## src/sli_pkg.sv

```systemverilog
// Shared types and constants for the sorted list insert/delete block.
`timescale 1ns / 1ps
`default_nettype none
package sli_pkg;

  // Fixed field widths of the channels
  localparam int VALUE_W  = 8;
  localparam int STATUS_W = 2;
  localparam int COUNT_W  = 5;
  localparam int VALUE_TOP = (1 << VALUE_W) - 1;

  typedef logic [VALUE_W-1:0]  value_t;
  typedef logic [STATUS_W-1:0] status_t;
  typedef logic [COUNT_W-1:0]  count_t;

  // Operation codes
  typedef enum logic {
    OP_INSERT = 1'b0,
    OP_DELETE = 1'b1
  } op_t;

  // Result status codes
  localparam status_t STS_DONE      = 2'd0;
  localparam status_t STS_FULL      = 2'd1;
  localparam status_t STS_NOT_FOUND = 2'd2;

  // Controller states
  typedef enum logic {
    ST_IDLE,
    ST_EXEC
  } state_t;

  // Commands from controller to datapath
  typedef struct packed {
    logic load;   // capture the incoming word
    logic exec;   // update the list and the result register
  } dp_cmd_t;

endpackage
`default_nettype wire

```

## src/sli_in_if.sv

```systemverilog
// Input channel: operation and value with valid/ready.
`timescale 1ns / 1ps
`default_nettype none
interface sli_in_if;
  logic            valid;
  logic            ready;
  sli_pkg::op_t    op;
  sli_pkg::value_t value;

  modport source (output valid, output op, output value, input ready);
  modport sink   (input valid, input op, input value, output ready);
endinterface
`default_nettype wire

```

## src/sli_out_if.sv

```systemverilog
// Result channel: status, count and smallest value with valid/ready.
`timescale 1ns / 1ps
`default_nettype none
interface sli_out_if;
  logic             valid;
  logic             ready;
  sli_pkg::status_t status;
  sli_pkg::count_t  count;
  sli_pkg::value_t  smallest;

  modport source (output valid, output status, output count, output smallest, input ready);
  modport sink   (input valid, input status, input count, input smallest, output ready);
endinterface
`default_nettype wire

```

## src/sli_ctrl.sv

```systemverilog
// Controller: sequences capture, list update and result handshake.
`timescale 1ns / 1ps
`default_nettype none
module sli_ctrl (
  input  wire logic             clk,
  input  wire logic             rst_n,
  input  wire logic             in_valid,
  output logic                  in_ready,
  output logic                  out_valid,
  input  wire logic             out_ready,
  output sli_pkg::dp_cmd_t      cmd
);
  import sli_pkg::*;

  state_t state_r, state_nxt;
  logic   out_valid_r, out_valid_nxt;

  // State and result-valid registers
  always_ff @(posedge clk) begin
    if (!rst_n) begin
      state_r     <= ST_IDLE;
      out_valid_r <= 1'b0;
    end else begin
      state_r     <= state_nxt;
      out_valid_r <= out_valid_nxt;
    end
  end

  // Next state and commands
  always_comb begin
    state_nxt     = state_r;
    out_valid_nxt = out_valid_r;
    cmd           = '0;
    // new word only when the result register is empty or drains this cycle
    in_ready      = (state_r == ST_IDLE) && (!out_valid_r || out_ready);
    if (out_valid_r && out_ready) begin
      out_valid_nxt = 1'b0;
    end
    unique case (state_r)
      ST_IDLE: begin
        if (in_valid && in_ready) begin
          cmd.load  = 1'b1;
          state_nxt = ST_EXEC;
        end
      end
      ST_EXEC: begin
        cmd.exec      = 1'b1;
        out_valid_nxt = 1'b1;
        state_nxt     = ST_IDLE;
      end
      default: begin
        state_nxt = ST_IDLE;
      end
    endcase
  end

  assign out_valid = out_valid_r;

endmodule
`default_nettype wire

```

## src/sli_dpath.sv

```systemverilog
// Datapath: row of compare-and-shift cells, fill counter and result register.
`timescale 1ns / 1ps
`default_nettype none
module sli_dpath #(
  parameter int DEPTH     = 16,
  parameter int VALUE_MAX = 255
) (
  input  wire logic              clk,
  input  wire logic              rst_n,
  input  wire sli_pkg::dp_cmd_t  cmd,
  input  wire sli_pkg::op_t      in_op,
  input  wire sli_pkg::value_t   in_value,
  output sli_pkg::status_t       out_status,
  output sli_pkg::count_t        out_count,
  output sli_pkg::value_t        out_smallest
);
  import sli_pkg::*;

  localparam int FILL_W = $clog2(DEPTH + 1);
  localparam int VCLIP  = (VALUE_MAX > VALUE_TOP) ? VALUE_TOP : VALUE_MAX;
  localparam logic [FILL_W-1:0] FULL_CNT = FILL_W'(DEPTH);

  op_t               op_r;
  value_t            val_r;
  logic [FILL_W-1:0] fill_r, fill_nxt;
  value_t            e_r   [DEPTH];
  value_t            e_nxt [DEPTH];
  status_t           status_r, status_nxt;
  count_t            count_r;
  value_t            smallest_r, smallest_nxt;

  logic [DEPTH-1:0] lt;     // stored entry below the value
  logic [DEPTH-1:0] first;  // first cell not holding a live entry below the value
  logic [DEPTH-1:0] hit;    // that cell is live and equal
  logic             full, found, do_ins, do_del;

  // Per-cell compare and next value
  for (genvar g = 0; g < DEPTH; g++) begin : g_cell
    localparam logic [FILL_W-1:0] IDX = FILL_W'(g);
    logic live;
    assign live = IDX < fill_r;
    assign lt[g] = live && (e_r[g] < val_r);
    if (g == 0) begin : g_head
      assign first[g] = !lt[g];
    end else begin : g_body
      assign first[g] = !lt[g] && lt[g-1];
    end
    assign hit[g] = first[g] && live && (e_r[g] == val_r);

    always_comb begin
      e_nxt[g] = e_r[g];
      if (do_ins && !lt[g]) begin
        if (first[g]) begin
          e_nxt[g] = val_r;
        end else begin
          e_nxt[g] = e_r[(g == 0) ? 0 : g - 1];
        end
      end else if (do_del && !lt[g] && (g < DEPTH - 1)) begin
        e_nxt[g] = e_r[(g < DEPTH - 1) ? g + 1 : g];
      end
    end
  end

  assign full   = (fill_r == FULL_CNT);
  assign found  = |hit;
  assign do_ins = (op_r == OP_INSERT) && !full;
  assign do_del = (op_r == OP_DELETE) && found;

  // Status and fill update
  always_comb begin
    fill_nxt   = fill_r;
    status_nxt = STS_DONE;
    priority if (op_r == OP_INSERT) begin
      if (full) begin
        status_nxt = STS_FULL;
      end else begin
        fill_nxt = fill_r + FILL_W'(1);
      end
    end else begin
      if (found) begin
        fill_nxt = fill_r - FILL_W'(1);
      end else begin
        status_nxt = STS_NOT_FOUND;
      end
    end
    smallest_nxt = (fill_nxt != '0) ? e_nxt[0] : '0;
  end

  // Fill counter
  always_ff @(posedge clk) begin
    if (!rst_n) begin
      fill_r <= '0;
    end else if (cmd.exec) begin
      fill_r <= fill_nxt;
    end
  end

  // Captured word, saturated to the value limit
  always_ff @(posedge clk) begin
    if (cmd.load) begin
      op_r  <= in_op;
      val_r <= (in_value > value_t'(VCLIP)) ? value_t'(VCLIP) : in_value;
    end
  end

  // List cells and result register
  always_ff @(posedge clk) begin
    if (cmd.exec) begin
      for (int i = 0; i < DEPTH; i++) begin
        e_r[i] <= e_nxt[i];
      end
      status_r   <= status_nxt;
      count_r    <= COUNT_W'(fill_nxt);
      smallest_r <= smallest_nxt;
    end
  end

  assign out_status   = status_r;
  assign out_count    = count_r;
  assign out_smallest = smallest_r;

endmodule
`default_nettype wire

```

## src/sorted_list_insert_delete.sv

```systemverilog
// Top level of the bounded sorted list with insert and delete.
//
//   channel | dir | fields                    | handshake
//   in_ch   | in  | op, value                 | valid/ready
//   out_ch  | out | status, count, smallest   | valid/ready
//
// Each word is first captured, then all cells compare against the value and
// shift in parallel. The next word is taken once the result register is empty
// or is being read in that cycle.
// Reset (rst_n low, synchronous) empties the list; cell contents are not
// cleared. A stall on out_ch holds the result and blocks further input.
`timescale 1ns / 1ps
`default_nettype none
module sorted_list_insert_delete #(
  parameter int DEPTH     = 16,
  parameter int VALUE_MAX = 255
) (
  input wire logic  clk,
  input wire logic  rst_n,
  sli_in_if.sink    in_ch,
  sli_out_if.source out_ch
);
  import sli_pkg::*;

  dp_cmd_t cmd;

  sli_ctrl u_ctrl (
    .clk       (clk),
    .rst_n     (rst_n),
    .in_valid  (in_ch.valid),
    .in_ready  (in_ch.ready),
    .out_valid (out_ch.valid),
    .out_ready (out_ch.ready),
    .cmd       (cmd)
  );

  sli_dpath #(
    .DEPTH     (DEPTH),
    .VALUE_MAX (VALUE_MAX)
  ) u_dpath (
    .clk          (clk),
    .rst_n        (rst_n),
    .cmd          (cmd),
    .in_op        (in_ch.op),
    .in_value     (in_ch.value),
    .out_status   (out_ch.status),
    .out_count    (out_ch.count),
    .out_smallest (out_ch.smallest)
  );

endmodule
`default_nettype wire
```

## src/flat_wrapper.sv

```systemverilog
// flat-port wrapper written by rule: the top's interface ports become plain ports
module sorted_list_insert_delete_flat import sli_pkg::*;
#(
  parameter int DEPTH     = 16,
  parameter int VALUE_MAX = 255
)
  (clk, rst_n, in_ch_valid, in_ch_op, in_ch_value, in_ch_ready, out_ch_valid, out_ch_status, out_ch_count, out_ch_smallest, out_ch_ready);
  sli_in_if in_ch_i ();
  sli_out_if out_ch_i ();
  input wire logic clk;
  input wire logic rst_n;
  input wire logic [$bits(in_ch_i.valid)-1:0] in_ch_valid;
  input wire logic [$bits(in_ch_i.op)-1:0] in_ch_op;
  input wire logic [$bits(in_ch_i.value)-1:0] in_ch_value;
  output wire logic [$bits(in_ch_i.ready)-1:0] in_ch_ready;
  output wire logic [$bits(out_ch_i.valid)-1:0] out_ch_valid;
  output wire logic [$bits(out_ch_i.status)-1:0] out_ch_status;
  output wire logic [$bits(out_ch_i.count)-1:0] out_ch_count;
  output wire logic [$bits(out_ch_i.smallest)-1:0] out_ch_smallest;
  input wire logic [$bits(out_ch_i.ready)-1:0] out_ch_ready;
  assign in_ch_i.valid = in_ch_valid;
  assign in_ch_i.op = in_ch_op;
  assign in_ch_i.value = in_ch_value;
  assign in_ch_ready = in_ch_i.ready;
  assign out_ch_valid = out_ch_i.valid;
  assign out_ch_status = out_ch_i.status;
  assign out_ch_count = out_ch_i.count;
  assign out_ch_smallest = out_ch_i.smallest;
  assign out_ch_i.ready = out_ch_ready;
  sorted_list_insert_delete #(.DEPTH(DEPTH), .VALUE_MAX(VALUE_MAX)) u_core (.clk(clk), .rst_n(rst_n), .in_ch(in_ch_i), .out_ch(out_ch_i));
endmodule
```

## config.mk

```make
export PLATFORM = sky130hd
export DESIGN_NAME = sorted_list_insert_delete_flat
export DESIGN_NICKNAME = d
export VERILOG_FILES = /design/src/sli_pkg.sv /design/src/sli_in_if.sv /design/src/sli_out_if.sv /design/src/sli_ctrl.sv /design/src/sli_dpath.sv /design/src/sorted_list_insert_delete.sv /design/src/flat_wrapper.sv
export SDC_FILE = /design/constraint.sdc
export NUM_CORES = 1
export LEC_CHECK = 0
export ABC_AREA = 1
export BUFFER_PORTS_ARGS = -buffer_cell sky130_fd_sc_hd__buf_2
export CAP_MARGIN = 20
export CELL_PAD_IN_SITES_DETAIL_PLACEMENT = 1
export CELL_PAD_IN_SITES_GLOBAL_PLACEMENT = 1
export CORE_AREA = 2 2 236 168
export DETAILED_ROUTE_END_ITERATION = 6
export DIE_AREA = 0 0 238 170
export PLACE_DENSITY_LB_ADDON = 0.1
export SYNTH_ARGS = -nofsm -noshare
export SYNTH_HDL_FRONTEND = slang
export SYNTH_SLANG_ARGS = --single-unit
```

## constraint.sdc

```tcl
create_clock -name clk -period 4.2 [get_ports clk]
set_input_delay 0 -clock clk [delete_from_list [all_inputs] [get_ports clk]]
set_output_delay 0 -clock clk [all_outputs]
set_load 0.005 [all_outputs]
```

# Word-level counts from Yosys, hierarchy flattened
# Memory sizes are Yosys's and may differ from the RTL's.
# Cells that the tools add are included.
op_classes:
  eq_ne: 17
  addsub: 2
  n_bitwise: 2
  reduce_logical: 121
  magnitude_cmp: 33
  mux: 61
ops:
  columns: ["op", "n"]
  rows:
  - ["8-bit 2-to-1 mux", 47]
  - ["8-bit == test", 16]
  - ["8-bit < comparator", 16]
  - ["1-bit logical AND", 99]
  - ["4-bit by 5-bit < comparator with 1-bit output (first input constant)", 8]
  - ["3-bit by 5-bit < comparator with 1-bit output (first input constant)", 4]
  - ["1-bit logical NOT", 18]
  - ["16-bit OR reduction", 1]
  - ["5-bit 2-to-1 mux", 3]
  - ["1-bit by 5-bit < comparator with 1-bit output (first input constant)", 2]
  - ["2-bit by 5-bit < comparator with 1-bit output (first input constant)", 2]
  - ["8-bit greater-than comparator (second input constant)", 1]
  - ["1-bit 2-to-1 mux", 8]
  - ["5-bit by 1-bit adder with 5-bit output (second input constant)", 1]
  - ["5-bit == test (second input constant)", 1]
  - ["5-bit nonzero test", 1]
  - ["5-bit by 1-bit subtractor with 5-bit output (second input constant)", 1]
  - ["2-bit 2-to-1 mux", 2]
  - ["1-bit inverter", 2]
  - ["1-bit case mux with 2 select lines", 1]
  - ["2-bit nonzero test", 1]
  - ["1-bit logical OR", 1]
totals:
  word_cells: 245
  ramBits: 128
  input_bits: 13
  out_inout_bits: 17
  register_bits: 31
  n_memories: 1
mem_list:
  columns: ["memory", "words", "width", "read_ports", "rd_ports_with_merged_regs", "write_ports", "line_no", "rtl"]
  rows:
  - ["u_core.u_dpath.e_r", 16, 8, 16, 0, 16, "sli_dpath.sv:26", "value_t e_r [DEPTH];"]

# Longest topological paths before layout
# An unclocked memory read counts as a cell.
depth:
  word_depth: 12
  mapped_depth: 22
  depth_no_buf: 22

# Cells and area by module
# From an unflattened synthesis, not the netlist that was laid out.
unflattened:
  cells_unflattened: 1432
  area_unflattened_um2: 11788.8
modules_own_cells:
  columns: ["module", "seq_area_each_um2", "cells_each", "area_each_um2", "instances"]
  rows:
  - ["sli_dpath", 4664.5, 1419, 11683.7, 1]
  - ["sli_ctrl", 40.0, 13, 105.1, 1]

# Worst setup path after synthesis
# Ideal clock, no wire load.
synth_path:
  kind: "register -> register"
  start: "register u_core.u_dpath.val_r[5] (netlist name)"
  end: "memory u_core.u_dpath.e_r[0][10] (netlist bit) (enable)"
  arrival_time_ps: 3072
  t_required_ps: 3830
  setup_slack_ps: 758
  stages_incl_launch_ff: 16
  period_less_slack_ps: 3442
  n_path_buf: 2
  setup_time_ps: 370
  cell_sequence: "edfxtp_1 -> clkbuf_1 -> inv_1 -> ha_1 -> a21oi_1 -> nor2_1 -> nor3_1 -> nand2_1 -> nor2_2 -> nand3_1 -> nand3_4 -> nor2_8 -> nand2_4 -> nand3_1 -> buf_2 -> nor2_1"
synth_lines:
  columns: ["element", "line_no"]
  rows:
  - ["end: declaration", "sli_dpath.sv:26"]

==> impl_results.md <==
* Fin crit period at ~3800 ps
* DP HPWL at between 30 and 40 mm
* Synthesis-to-layout area growth at 14.6%
* Tcrit/Tclk final at between 90 and 100%
* Post-synthesis cell count at between 1000 and 1500
* R2r endpoint: u_core.u_dpath.e_r[0][15]
* Final Skew at ~16 ps
* Mean number of vias per cell at about 5.3
* Worst-margin pin slew at about 820 ps
* CTS buffer count at 17
* Mapped Area at 0.0118 mm²
* Initial Utilization at a little under a third
* Busiest grt layer: met1
* Die area at about 0.04 mm²
* Clock Path Buffers at 2
* Net Count, Synth at between 1500 and 2000
* I/O Buffers at 29
* Slew margin rel. at a little under half
* Core area at 0.0381 mm²
* Yosys cell types at 36
* Primary FF master, synth: edfxtp_1
* Endpoint, Worst Hold: u_core.u_dpath.op_r
* GPL Wtd Cong at around 0.8
* Setup TNS at 0 ps
* Routed via count at ~11000
* First-pass GRT wire length at roughly 67 mm
* Number of enable flip-flop cells after synthesis at 152
* Gr usage total at 22.2%
* VDD IR-drop max at about 0.32 mV
* Share of cells above drive strength 1 at a little under an eighth
* Clock sinks at about 160
* Reg-to-reg slack, setup at roughly 360 ps
* CP max-delay cell: nor2_1
* Drt pass-1 iters at 5
* Cell area after layout at around 0.013 mm²
* Post-synthesis sequential area ratio at around two fifths
* Largest net degree at the start of global routing at 42
* Final setup violating endpoints at 0
* Required time of the critical path at 4290 ps
* Final Hold Vio Count at 0
* Vias in the first global route at 10600
* Setup bufs post-CTS at 0
* Detailed Route WL at 43.9 mm
* FF+latch count, synth at between 150 and 200
* GRT met2 Usage at 33.1%
* Critical path type: reg -> reg
* Clk root buf: clkbuf_16
* Max Cap Viol at 0
* Die Wd at 238 µm
* Clock Latency Late Sink at 460 ps
* GRT overflow at 0
* Final ANT Viol Nets at 0
* Synth Warn # at 0
* Initial antenna violation count at 1
* Final #Nets at 1627
* Synth async-reset ratio at 0%
* RSZ-0062 raised after global routing: false
* Die Ht at 170 µm
* CP cell instances: inv_1, buf_4, ha_1, nand2_1, inv_1, nand2_1, nand2_1, nand2_1, nand2_2, inv_2, nand3_1, nand2_1, nor2_2, nand2_4, nor2_8, nand2_4, nand3_1, buf_4, nor2_1
* Tot Pwr at a little under 5000 µW
* Crit path capture type: flop
* DR WL/cell at roughly 22 µm
* Hold Startpoint: in_ch_op
* Startpoint types: flop
* Worst-path fanout max at 18
* Max frequency at ~260 MHz
* R2R depth at 19
* Crit-path max cell delay at about 650 ps
* Leak Pwr at just under 0.006 µW
* Arr. time, crit path at between 3000 and 4000 ps
* Met3 Use GR at ~3.3%
* I/O pins at 30
* Htree depth at 4
* R2R Path Start: u_core.u_dpath.val_r[2]
* Avg Inst Size Synth at approximately 8.2 µm²
* Critical Path Most Common Cell: nand2_1
* GR Util met1 at between 30% and 40%
* Number of diodes at 0
* PwrDens at 359 mW/mm²
* DRC viols at 0
* CTS tree: built
* Hold Path Stages at 2
* HP Class: in -> reg
* Post-DP Area at about 0.013 mm²
* DR iter-0 viols at around 600
* Rows at 60
* Hold Slack at 248 ps
* Worst-path clk slew at 70 ps
* Pins over their slew limit at 0
* Outcome: completed
report_power, final:
group	switching [µW]	internal (µW)	total, µW
clock	735	1120	1850
combinational	723	331	1050
sequential	71.4	1860	1930
total	1530	3300	4830
kinds of logic (layout without fill, tap and decap cells):
| kind of cell | after synthesis | in the layout | share of synthesized area [%] |
|---|---|---|---|
| AOI/OAI and AO/OA | 473 | 473 | 21.2 |
| adders and majority gates | 132 | 132 | 14.0 |
| DFF | 159 | 159 | 40.0 |
| xor gates and xnor gates | 3 | 3 | 0.223 |
| buffers and inverters | 210 | 276 | 7.08 |
| and+or+nand+nor | 452 | 452 | 17.5 |
how the worst max path moves through the flow:
stage,from,to,slack (ps),cells past startpoint
global placement,u_core.u_dpath.val_r[5],u_core.u_dpath.e_r[0][11],340,16
global route,u_core.u_dpath.val_r[5],u_core.u_dpath.e_r[1][40],20,19
detailed placement,u_core.u_dpath.val_r[5],u_core.u_dpath.e_r[1][51],280,16
finish,u_core.u_dpath.val_r[2],u_core.u_dpath.e_r[0][15],360,19
CTS,u_core.u_dpath.val_r[5],u_core.u_dpath.e_r[1][52],250,16
floorplan,u_core.u_dpath.val_r[5],u_core.u_dpath.e_r[0][10],760,15
critical path: cells and delay by family, from the launching register on:
| kind | cells | cell delay [ps] |
|---|---|---|
| fa+ha+maj | 1 | 280 |
| buf+inv | 5 | 940 |
| flops | 1 | 420 |
| simple gates | 13 | 1800 |
repair_timing:
item | 4_1_cts | 5_1_grt
hold buffers | 13 | 0
gates resized for setup | 0 | 1
hold endpoints to repair | 17 | 0
setup endpoints to repair | 0 | 4
per-layer routing:
| metal | part of all wire [%] | wire, µm | vias to the layer above |
|---|---|---|---|
| met5 | 0 | 0 | - |
| met4 | 1.2 | 534 | 0 |
| met3 | 4.0 | 1740 | 26 |
| met2 | 42 | 18400 | 180 |
| met1 | 53 | 23200 | 5194 |
| li1 | - | - | 5122 |
metrics by stage:
stage	cells	util (%)	setup slack (ps)
after floorplan	1429	-	758
final	1991	35.4	357
after detailed placement	1946	33.3	285
after CTS	1991	35.3	251
after global placement	1945	33.2	339
after global routing	1991	35.4	23.4
placed cells by master (no fill, tap or decap), types with 17 or more instances in the layout:
master and n:
a21oi_1 135, nand3_1 48, clkbuf_16 17, nor2_1 100, inv_1 139, edfxtp_1 152, o22ai_1 19, buf_2 29
buf_4 44, nand2_1 239, o21ai_0 287, ha_1 132
Yosys cell counts, drive strengths merged (15+ instances only):
library cell    n  area (µm²)
o211ai         16         120
nand4          15        93.8
o21ai         290        1460
ha            132        1650
a21oi         140         734
nor2          116         536
nand3          56         328
nand2         258        1060
clkbuf         46         173
o22ai          19         119
edfxtp        152        4560
inv           150         571
area by class of cell:
| cell class | count | area, µm² |
|---|---|---|
| fillers | 4533 | 24700 |
| clock inverters | 14 | 238 |
| flip-flops and latches | 159 | 4700 |
| multi-input cells | 1060 | 6230 |
| well taps | 496 | 621 |
| clock buffers | 18 | 429 |
| repair buffers | 90 | 677 |
| inverters | 154 | 586 |
sequential cells by signal (all words and copies together) (netlist names):
name,flops
u_core.u_dpath.out_count,5
u_core.u_dpath.e_r,128
u_core.u_dpath.val_r,8
u_core.u_dpath.out_smallest,8
u_core.u_ctrl.out_valid,1
u_core.u_dpath.fill_r,5
u_core.u_ctrl.state_r,1
u_core.u_dpath.out_status,2
u_core.u_dpath.op_r,1
Note: power is estimated with default switching activity, not from simulation.
